**src/rtl/core/rfm_pkg.sv**
```systemverilog
// ----------------------------------------------------------------------------
// rfm_pkg
// shared types and constants of the rank filtered mean block
// ----------------------------------------------------------------------------
package rfm_pkg;

	localparam int MAX_SAMPLES_DEF = 256;
	localparam int SAMPLE_W        = 32;
	localparam int RANK_W          = 8;
	localparam int KEPT_W          = 9;
	localparam int KEPT_SAT        = 511;

	localparam logic [RANK_W-1:0] MIN_RANK_RST = 8'd5;

	typedef struct packed {
		logic signed [SAMPLE_W-1:0] sample;
		logic                       last;
	} rfm_in_t;

	typedef struct packed {
		logic signed [SAMPLE_W-1:0] mean;
		logic [KEPT_W-1:0]          kept_count;
		logic                       none_kept;
	} rfm_out_t;

endpackage

```
**src/rtl/core/rfm_div.sv**
```systemverilog
// ----------------------------------------------------------------------------
// rfm_div
// restoring divider, one quotient bit per cycle, signed dividend over an
// unsigned nonzero divisor, quotient truncated toward zero
// ----------------------------------------------------------------------------
module rfm_div #(
	parameter int DIVIDEND_W = 41,
	parameter int DIVISOR_W  = 9
) (
	input  logic                         clk,
	input  logic                         arst_n,
	input  logic                         start,
	input  logic signed [DIVIDEND_W-1:0] dividend,
	input  logic [DIVISOR_W-1:0]         divisor,
	output logic                         done,
	output logic [rfm_pkg::SAMPLE_W-1:0] quotient
);

	localparam int STEP_W = $clog2(DIVIDEND_W + 1);

	logic                  busy_q;
	logic                  done_q;
	logic                  neg_q;
	logic [STEP_W-1:0]     step_q;
	logic [DIVIDEND_W-1:0] quo_q;
	logic [DIVISOR_W-1:0]  rem_q;
	logic [DIVISOR_W-1:0]  dvs_q;
	logic [DIVISOR_W:0]    r_shift;
	logic [DIVISOR_W:0]    r_diff;
	logic                  q_bit;
	logic [DIVIDEND_W-1:0] mag;
	logic [DIVIDEND_W-1:0] q_fin;

	assign mag     = dividend[DIVIDEND_W-1] ? DIVIDEND_W'(-dividend) : DIVIDEND_W'(dividend);
	assign r_shift = {rem_q, quo_q[DIVIDEND_W-1]};
	assign r_diff  = r_shift - {1'b0, dvs_q};
	assign q_bit   = r_shift >= {1'b0, dvs_q};
	assign q_fin   = neg_q ? DIVIDEND_W'(-quo_q) : quo_q;

	assign done     = done_q;
	assign quotient = q_fin[rfm_pkg::SAMPLE_W-1:0];

	always_ff @(posedge clk or negedge arst_n) begin
		if (!arst_n) begin
			busy_q <= 1'b0;
			done_q <= 1'b0;
			step_q <= '0;
		end else begin
			done_q <= 1'b0;
			if (start) begin
				busy_q <= 1'b1;
				step_q <= STEP_W'(DIVIDEND_W);
			end else if (busy_q) begin
				step_q <= step_q - STEP_W'(1);
				if (step_q == STEP_W'(1)) begin
					busy_q <= 1'b0;
					done_q <= 1'b1;
				end
			end
		end
	end

	always_ff @(posedge clk) begin
		if (start) begin
			quo_q <= mag;
			rem_q <= '0;
			dvs_q <= divisor;
			neg_q <= dividend[DIVIDEND_W-1];
		end else if (busy_q) begin
			quo_q <= {quo_q[DIVIDEND_W-2:0], q_bit};
			// remainder stays below the divisor, so the low bits hold it
			rem_q <= q_bit ? r_diff[DIVISOR_W-1:0] : r_shift[DIVISOR_W-1:0];
		end
	end

endmodule

```
**config.mk**
```make
export PLATFORM = sky130hd
export DESIGN_NAME = rfm_div
export DESIGN_NICKNAME = d
export VERILOG_FILES = /design/src/rtl/core/rfm_pkg.sv /design/src/rtl/core/rfm_div.sv
export SDC_FILE = /design/constraint.sdc
export NUM_CORES = 1
export LEC_CHECK = 0
export BUFFER_PORTS_ARGS = -buffer_cell sky130_fd_sc_hd__buf_2
export CELL_PAD_IN_SITES_DETAIL_PLACEMENT = 1
export CELL_PAD_IN_SITES_GLOBAL_PLACEMENT = 1
export CORE_ASPECT_RATIO = 2
export CORE_MARGIN = 4
export CORE_UTILIZATION = 30
export DETAILED_ROUTE_END_ITERATION = 12
export PLACE_DENSITY = 0.71
export SLEW_MARGIN = 25
export SYNTH_ARGS = -nofsm -noshare
export SYNTH_HDL_FRONTEND = slang
export SYNTH_SLANG_ARGS = --single-unit
```
**constraint.sdc**
```tcl
create_clock -name clk -period 3.3 [get_ports clk]
set_input_delay 0.66 -clock clk [delete_from_list [all_inputs] [get_ports clk]]
set_output_delay 0.66 -clock clk [all_outputs]
set_load 0.1 [all_outputs]
```
==> results.toml <==
[drt]
drt_iter0_markers = 94
drtPass1Iterations = 4
drc = 0
ant_nets = 0
wl_per_cell_um = 17.58
num_vias = 4254
viasPerCell = 5.200
drt-total-wl_um = 14380

[clocking]
ctsHoldBuffers = 0
clkLatencyLatePin_ps = 340
cts.sinks = 68
path_clk_slew_ps = 60
htreeDepth = 3
root_buffer = "clkbuf_16"
cts-buffers-inserted = 9
cts.path.max_buffers = 2
cts_tree = "yes"

[layout]
areaGrowthSynthToFinish_pct = 40.14
fin_nets = 685
layout_common_cells = "64 x buf_2, 60 x nor2_1, 51 x edfxtp_1, 40 x a21oi_1, 38 x buf_4"
fill_cells = 1726
finalNonFillerCells = 818
mostFrequentLayoutCell = "buf_2"
regArea_um2 = 1912
final_area_um2 = 6470
multi_input_area_um2 = 2856
layout-drive-gt1-share_pct = 29.70
diodes = 0

[critical_path]
startpoint = "quo_q[17]$_DFFE_PP_"
critPathKind = "reg -> out"
worstPathArrival_ps = 2870
worst_setup_path_end_kind = "output pin"
startpoint_type = "flip-flop"
worstPathRequired_ps = 2640
cp_max_fo = 4
rr_startpoint = "quo_q[40]$_DFFE_PP_"

[placement]
place_ws_ps = -50.75
port-buffer-count = 85
gp_congestion = 0.7807
dp_cells = 795
hpwl_um = 10920
place_area_um2 = 5876

[pwr]
fin_total_pwr_mw = 3.798
pwr-share-seq_pct = 31.0
p_int_mw = 2.205
comb_power_share_pct = 43.5
power_density_nw_per_um2 = 587.0
ir_drop_uv = 340.3
pwr-share-clk_pct = 25.5
switching_power_mw = 1.593
p_sw_share_pct = 41.94
leakage_nw = 2.631

[synth]
synth-seq-cells = 68
synth_cells = 505
synth_area_um2 = 4617
synth-edff-count = 51
yosys_warnings = 0
yosysSeqAreaShare_pct = 41.41
syn-num-nets = 572
syn_area_per_cell_um2 = 9.142
yosys_most_used_dff = "edfxtp_1"
ys_types = 52
synthArstFlopShare_pct = 11.76

[timing]
setup_viol = 11
max_freq_mhz = 283.5
rsz0062_at_grt = "true"
setup_slack_ps = -226.9
final.setup_skew_ps = 11.58
hold_viol = 0
timing.final.crit_share_pct = 106.9
maxSlewViolCount = 0
timing.final.crit_period_ps = 3527
max_slew_margin_pct = 32.23
tns_ps = -1768
tightestPinTransition_ps = 1016

[floorplan]
rows = 63
dieHeight_um = 183.4
pin_count = 86
core_um2 = 14980
die-area_um2 = 17560
start_util_pct = 30.83
die_w_um = 95.72

[global_route]
track_usage_pct = 16.91
grt_max_degree = 58
antenna_found_initial = 0
grt_pass1_vias = 4742
overflow = 0
grt_pass1_wl_um = 22890

[run]
max-cap-violations = 0

[run_status]
outcome = "complete, but fails checks"
violations = "negative setup slack"

[worst_hold_path]
hold_class = "in -> async"
[critical path, stage by stage, from the launching register on]
cell and delay [ps]:
edfxtp_1 410, or4_4 550, or3_4 360, nor4_4 170, buf_6 170, nand3_4 120, o41ai_4 240, buf_4 160
xnor2_2 120, buf_12 200
[power by group through the flow]
| stage | Sequential (mW) | Clock (mW) | Combinational [mW] |
|---|---|---|---|
| floorplan | 1.15 | 0 | 1.12 |
| global placement | 1.17 | 0 | 1.57 |
| detailed placement | 1.18 | 0 | 1.61 |
| CTS | 1.17 | 0.990 | 1.64 |
| global route | 1.19 | 1.03 | 1.74 |
| finish | 1.18 | 0.970 | 1.65 |
[kinds of logic (layout without fill, tap and decap cells)]
kind of cell,count (synthesis),in the layout,share of synthesized area (%)
compound gates,130,130,17.94
xor+xnor,72,72,13.66
fa+ha+maj,14,14,3.957
buf+inv,52,170,4.498
flops,68,68,41.41
mux,5,5,1.111
simple gates,164,164,17.43
[synthesized netlist by cell type, types with 3 or more instances]
cell / count / share of area [%]
or3_1: 15 / 2.0
nor2b_1: 6 / 0.81
or4_1: 9 / 1.5
nor3_1: 6 / 0.65
nand2_1: 36 / 2.9
buf_1: 4 / 0.33
inv_1: 27 / 2.2
a211oi_1: 8 / 1.3
o31ai_1: 18 / 2.9
o22ai_1: 5 / 0.68
nand2b_1: 4 / 0.54
nor4_1: 8 / 1.1
dfxtp_1: 9 / 3.9
a32oi_1: 4 / 0.76
nand3_1: 6 / 0.65
nor2_1: 61 / 5.0
or2_2: 3 / 0.41
o31a_1: 3 / 0.57
xor2_1: 31 / 5.9
o41ai_1: 8 / 1.5
a21oi_1: 40 / 4.3
o21ai_0: 28 / 3.0
clkbuf_1: 18 / 1.5
edfxtp_1: 51 / 33
o221ai_1: 3 / 0.57
mux2i_1: 4 / 0.87
xnor2_1: 41 / 7.8
ha_1: 13 / 3.5
dfrtp_1: 8 / 4.3
[routing by layer]
metal | routed length [µm] | GRT usage (%) | part of all wire [%]
met1 | 4916 | 16.11 | 34
met2 | 8467 | 33.71 | 59
met3 | 501 | 2.335 | 3.5
met4 | 495 | 7.868 | 3.4
met5 | 0 | 0 | 0
[cell type report]
| class | instances | area share (%) |
|---|---|---|
| clock buffer | 10 | 3.539 |
| clock inverter | 6 | 1.006 |
| inverter | 27 | 1.566 |
| multi-input combinational | 385 | 44.15 |
| sequential | 68 | 29.55 |
| tap | 195 | 3.771 |
| timing repair buffer | 127 | 16.42 |
[final timing paths]
kind | cells after the start | slack, ps | to
max in group asynchronous | 1 | 2960 | step_q[1]$_DFFE_PN0P_
hold / removal | 1 | 170 | step_q[0]$_DFFE_PN0P_
min in group clk | 1 | 490 | dvs_q[5]$_DFFE_PP_
hold reg to reg | 2 | 500 | rem_q[8]$_SDFFE_PP0P_
setup reg to reg | 10 | 840 | rem_q[3]$_SDFFE_PP0P_
setup / recovery | 9 | -230 | quotient[31]
[repair_timing]
item                       CTS  global route
pin swaps                    5             4
resized for setup           25            19
setup endpoints to repair   13            18
buffers inserted             4             4
[through the flow]
stage | utilization (%) | hold slack (ps)
after global placement | 39.23 | 487.9
after CTS | 42.33 | 164.0
after global routing | 43.20 | 165.9
final | 43.20 | 166.0
after detailed placement | 39.23 | 487.3
after floorplan | - | 364.4
[registers in the layout, summed over array words and instances, names as in the netlist]
register / cells
busy_q: 1
neg_q: 1
done: 1
rem_q: 9
quo_q: 41
dvs_q: 9
step_q: 6
Power figures use the tool's default switching activity.
