$ cat src/rtl/core/rfm_pkg.sv
// ----------------------------------------------------------------------------
// rfm_pkg
// shared types and constants of the rank filtered mean block
// ----------------------------------------------------------------------------
package rfm_pkg;

	localparam int MAX_SAMPLES_DEF = 256;
	localparam int SAMPLE_W        = 32;
	localparam int RANK_W          = 8;
	localparam int KEPT_W          = 9;
	localparam int KEPT_SAT        = 511;

	localparam logic [RANK_W-1:0] MIN_RANK_RST = 8'd5;

	typedef struct packed {
		logic signed [SAMPLE_W-1:0] sample;
		logic                       last;
	} rfm_in_t;

	typedef struct packed {
		logic signed [SAMPLE_W-1:0] mean;
		logic [KEPT_W-1:0]          kept_count;
		logic                       none_kept;
	} rfm_out_t;

endpackage

$ cat src/rtl/core/rfm_rank.sv
// ----------------------------------------------------------------------------
// rfm_rank
// rank sequencer: for each stored sample scans the store, counts the
// others at or below it and accumulates the samples that reach min_rank
// ----------------------------------------------------------------------------
module rfm_rank #(
	parameter int MAX_SAMPLES = rfm_pkg::MAX_SAMPLES_DEF
) (
	input  logic                               clk,
	input  logic                               arst_n,
	input  logic                               start,
	input  logic [$clog2(MAX_SAMPLES+1)-1:0]   n,
	input  logic [rfm_pkg::RANK_W-1:0]         min_rank,
	output logic [$clog2(MAX_SAMPLES)-1:0]     raddr,
	input  logic [rfm_pkg::SAMPLE_W-1:0]       rdata,
	output logic                               done,
	output logic signed [rfm_pkg::SAMPLE_W+$clog2(MAX_SAMPLES):0] sum,
	output logic [$clog2(MAX_SAMPLES+1)-1:0]   kept
);

	localparam int AW    = $clog2(MAX_SAMPLES);
	localparam int CNT_W = $clog2(MAX_SAMPLES + 1);
	localparam int SW    = rfm_pkg::SAMPLE_W;
	localparam int SUM_W = SW + AW + 1;
	localparam int CMP_W = (CNT_W > rfm_pkg::RANK_W) ? CNT_W : rfm_pkg::RANK_W;

	typedef enum logic [5:0] {
		RK_IDLE  = 6'b000001,
		RK_FETCH = 6'b000010,
		RK_LATCH = 6'b000100,
		RK_SCAN  = 6'b001000,
		RK_TAIL  = 6'b010000,
		RK_ACC   = 6'b100000
	} rk_state_t;

	rk_state_t              state_q;
	logic [CNT_W-1:0]       n_q;
	logic [CNT_W-1:0]       i_q;
	logic [CNT_W-1:0]       j_q;
	logic [CNT_W-1:0]       rank_q;
	logic [CNT_W-1:0]       kept_q;
	logic signed [SUM_W-1:0] sum_q;
	logic signed [SW-1:0]   xi_q;
	logic                   done_q;
	logic                   pend_s1;
	logic [CNT_W-1:0]       jidx_s1;
	logic [CNT_W-1:0]       last_idx;
	logic                   hit;

	assign last_idx = n_q - CNT_W'(1);
	assign raddr    = (state_q == RK_SCAN) ? j_q[AW-1:0] : i_q[AW-1:0];
	// the sample itself does not count, equal values do
	assign hit      = pend_s1 && (jidx_s1 != i_q) && ($signed(rdata) <= xi_q);

	assign done = done_q;
	assign sum  = sum_q;
	assign kept = kept_q;

	always_ff @(posedge clk or negedge arst_n) begin
		if (!arst_n) begin
			state_q <= RK_IDLE;
			n_q     <= '0;
			i_q     <= '0;
			j_q     <= '0;
			rank_q  <= '0;
			kept_q  <= '0;
			sum_q   <= '0;
			done_q  <= 1'b0;
			pend_s1 <= 1'b0;
		end else begin
			done_q  <= 1'b0;
			pend_s1 <= 1'b0;
			if (hit) begin
				rank_q <= rank_q + CNT_W'(1);
			end
			unique case (state_q)
				RK_IDLE: begin
					if (start) begin
						n_q     <= n;
						i_q     <= '0;
						sum_q   <= '0;
						kept_q  <= '0;
						state_q <= RK_FETCH;
					end
				end
				RK_FETCH: begin
					state_q <= RK_LATCH;
				end
				RK_LATCH: begin
					j_q     <= '0;
					rank_q  <= '0;
					state_q <= RK_SCAN;
				end
				RK_SCAN: begin
					pend_s1 <= 1'b1;
					j_q     <= j_q + CNT_W'(1);
					if (j_q == last_idx) begin
						state_q <= RK_TAIL;
					end
				end
				RK_TAIL: begin
					state_q <= RK_ACC;
				end
				RK_ACC: begin
					if (CMP_W'(rank_q) >= CMP_W'(min_rank)) begin
						sum_q  <= sum_q + {{(SUM_W-SW){xi_q[SW-1]}}, xi_q};
						kept_q <= kept_q + CNT_W'(1);
					end
					i_q <= i_q + CNT_W'(1);
					if (i_q == last_idx) begin
						done_q  <= 1'b1;
						state_q <= RK_IDLE;
					end else begin
						state_q <= RK_FETCH;
					end
				end
				default: begin
					state_q <= RK_IDLE;
				end
			endcase
		end
	end

	always_ff @(posedge clk) begin
		jidx_s1 <= j_q;
		if (state_q == RK_LATCH) begin
			xi_q <= $signed(rdata);
		end
	end

endmodule

$ cat config.mk
export PLATFORM = sky130hd
export DESIGN_NAME = rfm_rank
export DESIGN_NICKNAME = d
export VERILOG_FILES = /design/src/rtl/core/rfm_pkg.sv /design/src/rtl/core/rfm_rank.sv
export SDC_FILE = /design/constraint.sdc
export NUM_CORES = 1
export LEC_CHECK = 0
export ABC_AREA = 1
export BUFFER_PORTS_ARGS = -buffer_cell sky130_fd_sc_hd__buf_2
export CORE_ASPECT_RATIO = 0.9
export CORE_MARGIN = 1.5
export CORE_UTILIZATION = 40
export CTS_CLUSTER_SIZE = 20
export DETAILED_ROUTE_END_ITERATION = 10
export PLACE_DENSITY = 0.67
export SKIP_CTS_REPAIR_TIMING = 1
export SLEW_MARGIN = 25
export SYNTH_ARGS = -nofsm -noshare
export SYNTH_HDL_FRONTEND = slang
export SYNTH_SLANG_ARGS = --single-unit
$ cat constraint.sdc
create_clock -name clk -period 8.52 [get_ports clk]
set_input_delay 0 -clock clk [delete_from_list [all_inputs] [get_ports clk]]
set_output_delay 0 -clock clk [all_outputs]
set_load 0.03 [all_outputs]
==> qor.yml <==
run_status:
  status: "completed"
power_and_ir_drop:
  p_total_uw: 2090
  p_leak_uw: 0.00579
  switching_share: 0.353
  ir_drop_uv: 127
  p_sw_uw: 737
  power_frac_clock: 0.373
  power.internal_uw: 1350
  p_seq_frac: 0.363
  comb_power_share: 0.264
  power.density_nw_per_um2: 183
timing:
  fmax_ghz: 0.379
  skew_ps: 9.08
  min_period_ps: 2640
  fin_crit_sh: 0.310
  slew_viol_final: 0
  setup-violations-final: 0
  worst_pin_slew_ps: 902
  tns_ps: 0
  relSlewSlack: 0.399
  finalHoldViolCount: 0
  rsz0062_at_grt: "false"
logic_synthesis:
  synth-edff-count: 32
  synth-seq-cells: 135
  synth_top_cell_by_area: "dfrtp_1"
  syn_avg_cell_area_sq_um: 7.41
  synth.distinct_cells: 47
  ys_warn_count: 0
  ys_top_cells_by_area: "dfrtp_1, nand2_1, ha_1"
  syn-instance-count: 1287
  syn_nets: 1425
  synthArstFlopShare: 0.696
  synth_flop_cell: "dfrtp_1"
  yosys.area.top_type_share: 0.244
  ys_top_cells_by_count: "nand2_1, inv_1, nor2_1"
  seq_area_frac_synth: 0.366
  synth.most_common_cell: "nand2_1"
  synth_area_sq_um: 9540
final_layout:
  fin_area_sq_um: 11400
  syn2layout_area_growth_pct: 19.8
  nets: 1583
  drive_above_1_share: 0.117
  nFillCells: 2293
  diodes: 0
  utilization: 0.488
detailed_routing:
  dr.pass1.iters: 5
  via_per_inst: 5.33
  ant_nets: 0
  finalWirelength_mm: 26.7
  vias: 9385
  drc: 0
  drt_iter0_markers: 782
  routedWlPerCell_um: 15.2
global_route:
  grt_pass1_vias: 8453
  antenna_found_initial: 0
  grt_start_max_net_pins: 71
  grt_overflow: 0
  grt_pass1_wl_mm: 43.1
  grt_usage: 0.217
worst_setup_path:
  cp.required_ps: 8850
  critPathLaunchType: "flop"
  critical_path_class: "flop to flop"
  r2r-end: "rank_q[0]"
  reg2regPathDepth: 13
  crit_path_end_kind: "flop"
  arrival_ps: 2960
  rrSetupSlack_ps: 5880
  path_max_fanout: 11
  r2r-start: "xi_q[31]"
run:
  drv_cap: 0
clocking:
  cts_tree: "yes"
  numCtsBuffers: 17
  cts.clk_slew.worst_paths_ps: 70
  clockRootBuffer: "clkbuf_16"
  clock_latency_ps: 440
  cts_buffer_depth: 2
  clock-sinks: 135
  htree_levels: 4
hold_path:
  hold_path.class: "primary input to asynchronous set/reset pin"
die:
  die-area_sq_um: 24800
  core_sq_um: 23400
  start_util: 0.408
  die_y_um: 150
  die_x_um: 166
  ios: 111
  num_rows: 53
placement:
  place_area_sq_um: 10400
  portBuffers: 110
  dpl.hpwl_mm: 20.5
  place_congestion: 0.948
-- how the worst max path moves through the flow --
stage               start        end  cells past startpoint
6_report         xi_q[31]  rank_q[0]                     13
5_1_grt          xi_q[31]  rank_q[7]                     13
4_1_cts        state_q[5]   raddr[6]                      6
3_5_place_dp     xi_q[31]  rank_q[0]                     13
3_3_place_gp     xi_q[31]  rank_q[0]                     13
2_1_floorplan  state_q[4]     j_q[7]                      7
-- cell type report --
| class | instances | area (sq um) | share of cell area |
|---|---|---|---|
| Clock buffer | 18 | 450 | 0.0394 |
| Clock inverter | 14 | 160 | 0.0140 |
| Inverter | 145 | 547 | 0.0478 |
| Multi-Input combinational cell | 990 | 5390 | 0.472 |
| Sequential cell | 135 | 3490 | 0.306 |
| Tap cell | 302 | 378 | 0.0331 |
| Timing Repair Buffer | 156 | 1010 | 0.0880 |
-- critical path: stages (launching register included) --
cell,delay [ps]
edfxtp_1,590
inv_1,100
ha_1,350
nand2_1,90
nor2_1,150
nand2_1,150
nor4_2,210
nand2_1,190
nand2_1,90
nand2_1,80
nand3_4,140
nand2_2,170
nand3_1,130
nand2_1,80
-- cell families (layout without fill, tap and decap cells) --
family	Yosys count	in the layout	share of synthesized area
adder cells (fa/ha/maj)	86	86	0.114
buffers and inverters	162	333	0.0690
flip-flops	135	135	0.366
XOR/XNOR	28	28	0.0257
AO/OA/AOI/OAI	231	231	0.132
AND/OR/NAND/NOR	645	645	0.294
-- stage by stage --
stage | cells | worst slack [ps] | hold WS, ps
floorplan | 1287 | 3730 | -296
global placement | 1685 | 5900 | -74.0
detailed placement | 1685 | 5910 | -73.3
CTS | 1717 | 5910 | -539
global route | 1760 | 5620 | 44.1
finish | 1760 | 5880 | 20.2
-- state kept, by name, indices dropped and copies added, names as in the netlist, 9 cells and up --
name     count
i_q          9
rank_q       9
jidx_s1      9
n_q          9
xi_q        32
j_q          9
sum         41
kept         9
-- power by group through the flow --
stage,Sequential [uW],Combinational [uW],Clock (uW)
after global placement,769,520,0
after detailed placement,771,530,0
after floorplan,766,404,0
after CTS,758,534,787
after global routing,764,627,815
final,759,552,778
-- per-layer routing --
layer,vias up,global-route usage,share of wire
met1,4376,0.322,0.50
met4,0,0.0644,0.016
met3,36,0.0352,0.058
met2,311,0.322,0.42
met5,-,0,0
li1,4662,-,-
-- cells in the final DEF (no fill, tap or decap), types with 3 or more instances in the layout --
cell type / count
o21bai_1: 3
nor4_1: 6
nor4_2: 3
buf_2: 109
nand4_1: 34
a21o_1: 5
inv_6: 5
nor3_1: 28
a21boi_0: 3
nand3_1: 76
dfrtp_1: 93
nor2_1: 114
buf_4: 4
o211ai_1: 3
o21ai_0: 76
ha_1: 85
xor2_1: 18
o21ai_1: 13
clkinv_4: 4
clkbuf_16: 18
o22ai_1: 6
or2_2: 4
nand2_1: 354
dlygate4sd3_1: 43
inv_1: 139
edfxtp_1: 32
inv_2: 5
o21a_1: 8
nand3b_1: 15
xnor2_1: 10
a21oi_1: 103
o21ai_2: 4
dfxtp_1: 9
No activity file was read; power rests on OpenSTA's default activity.
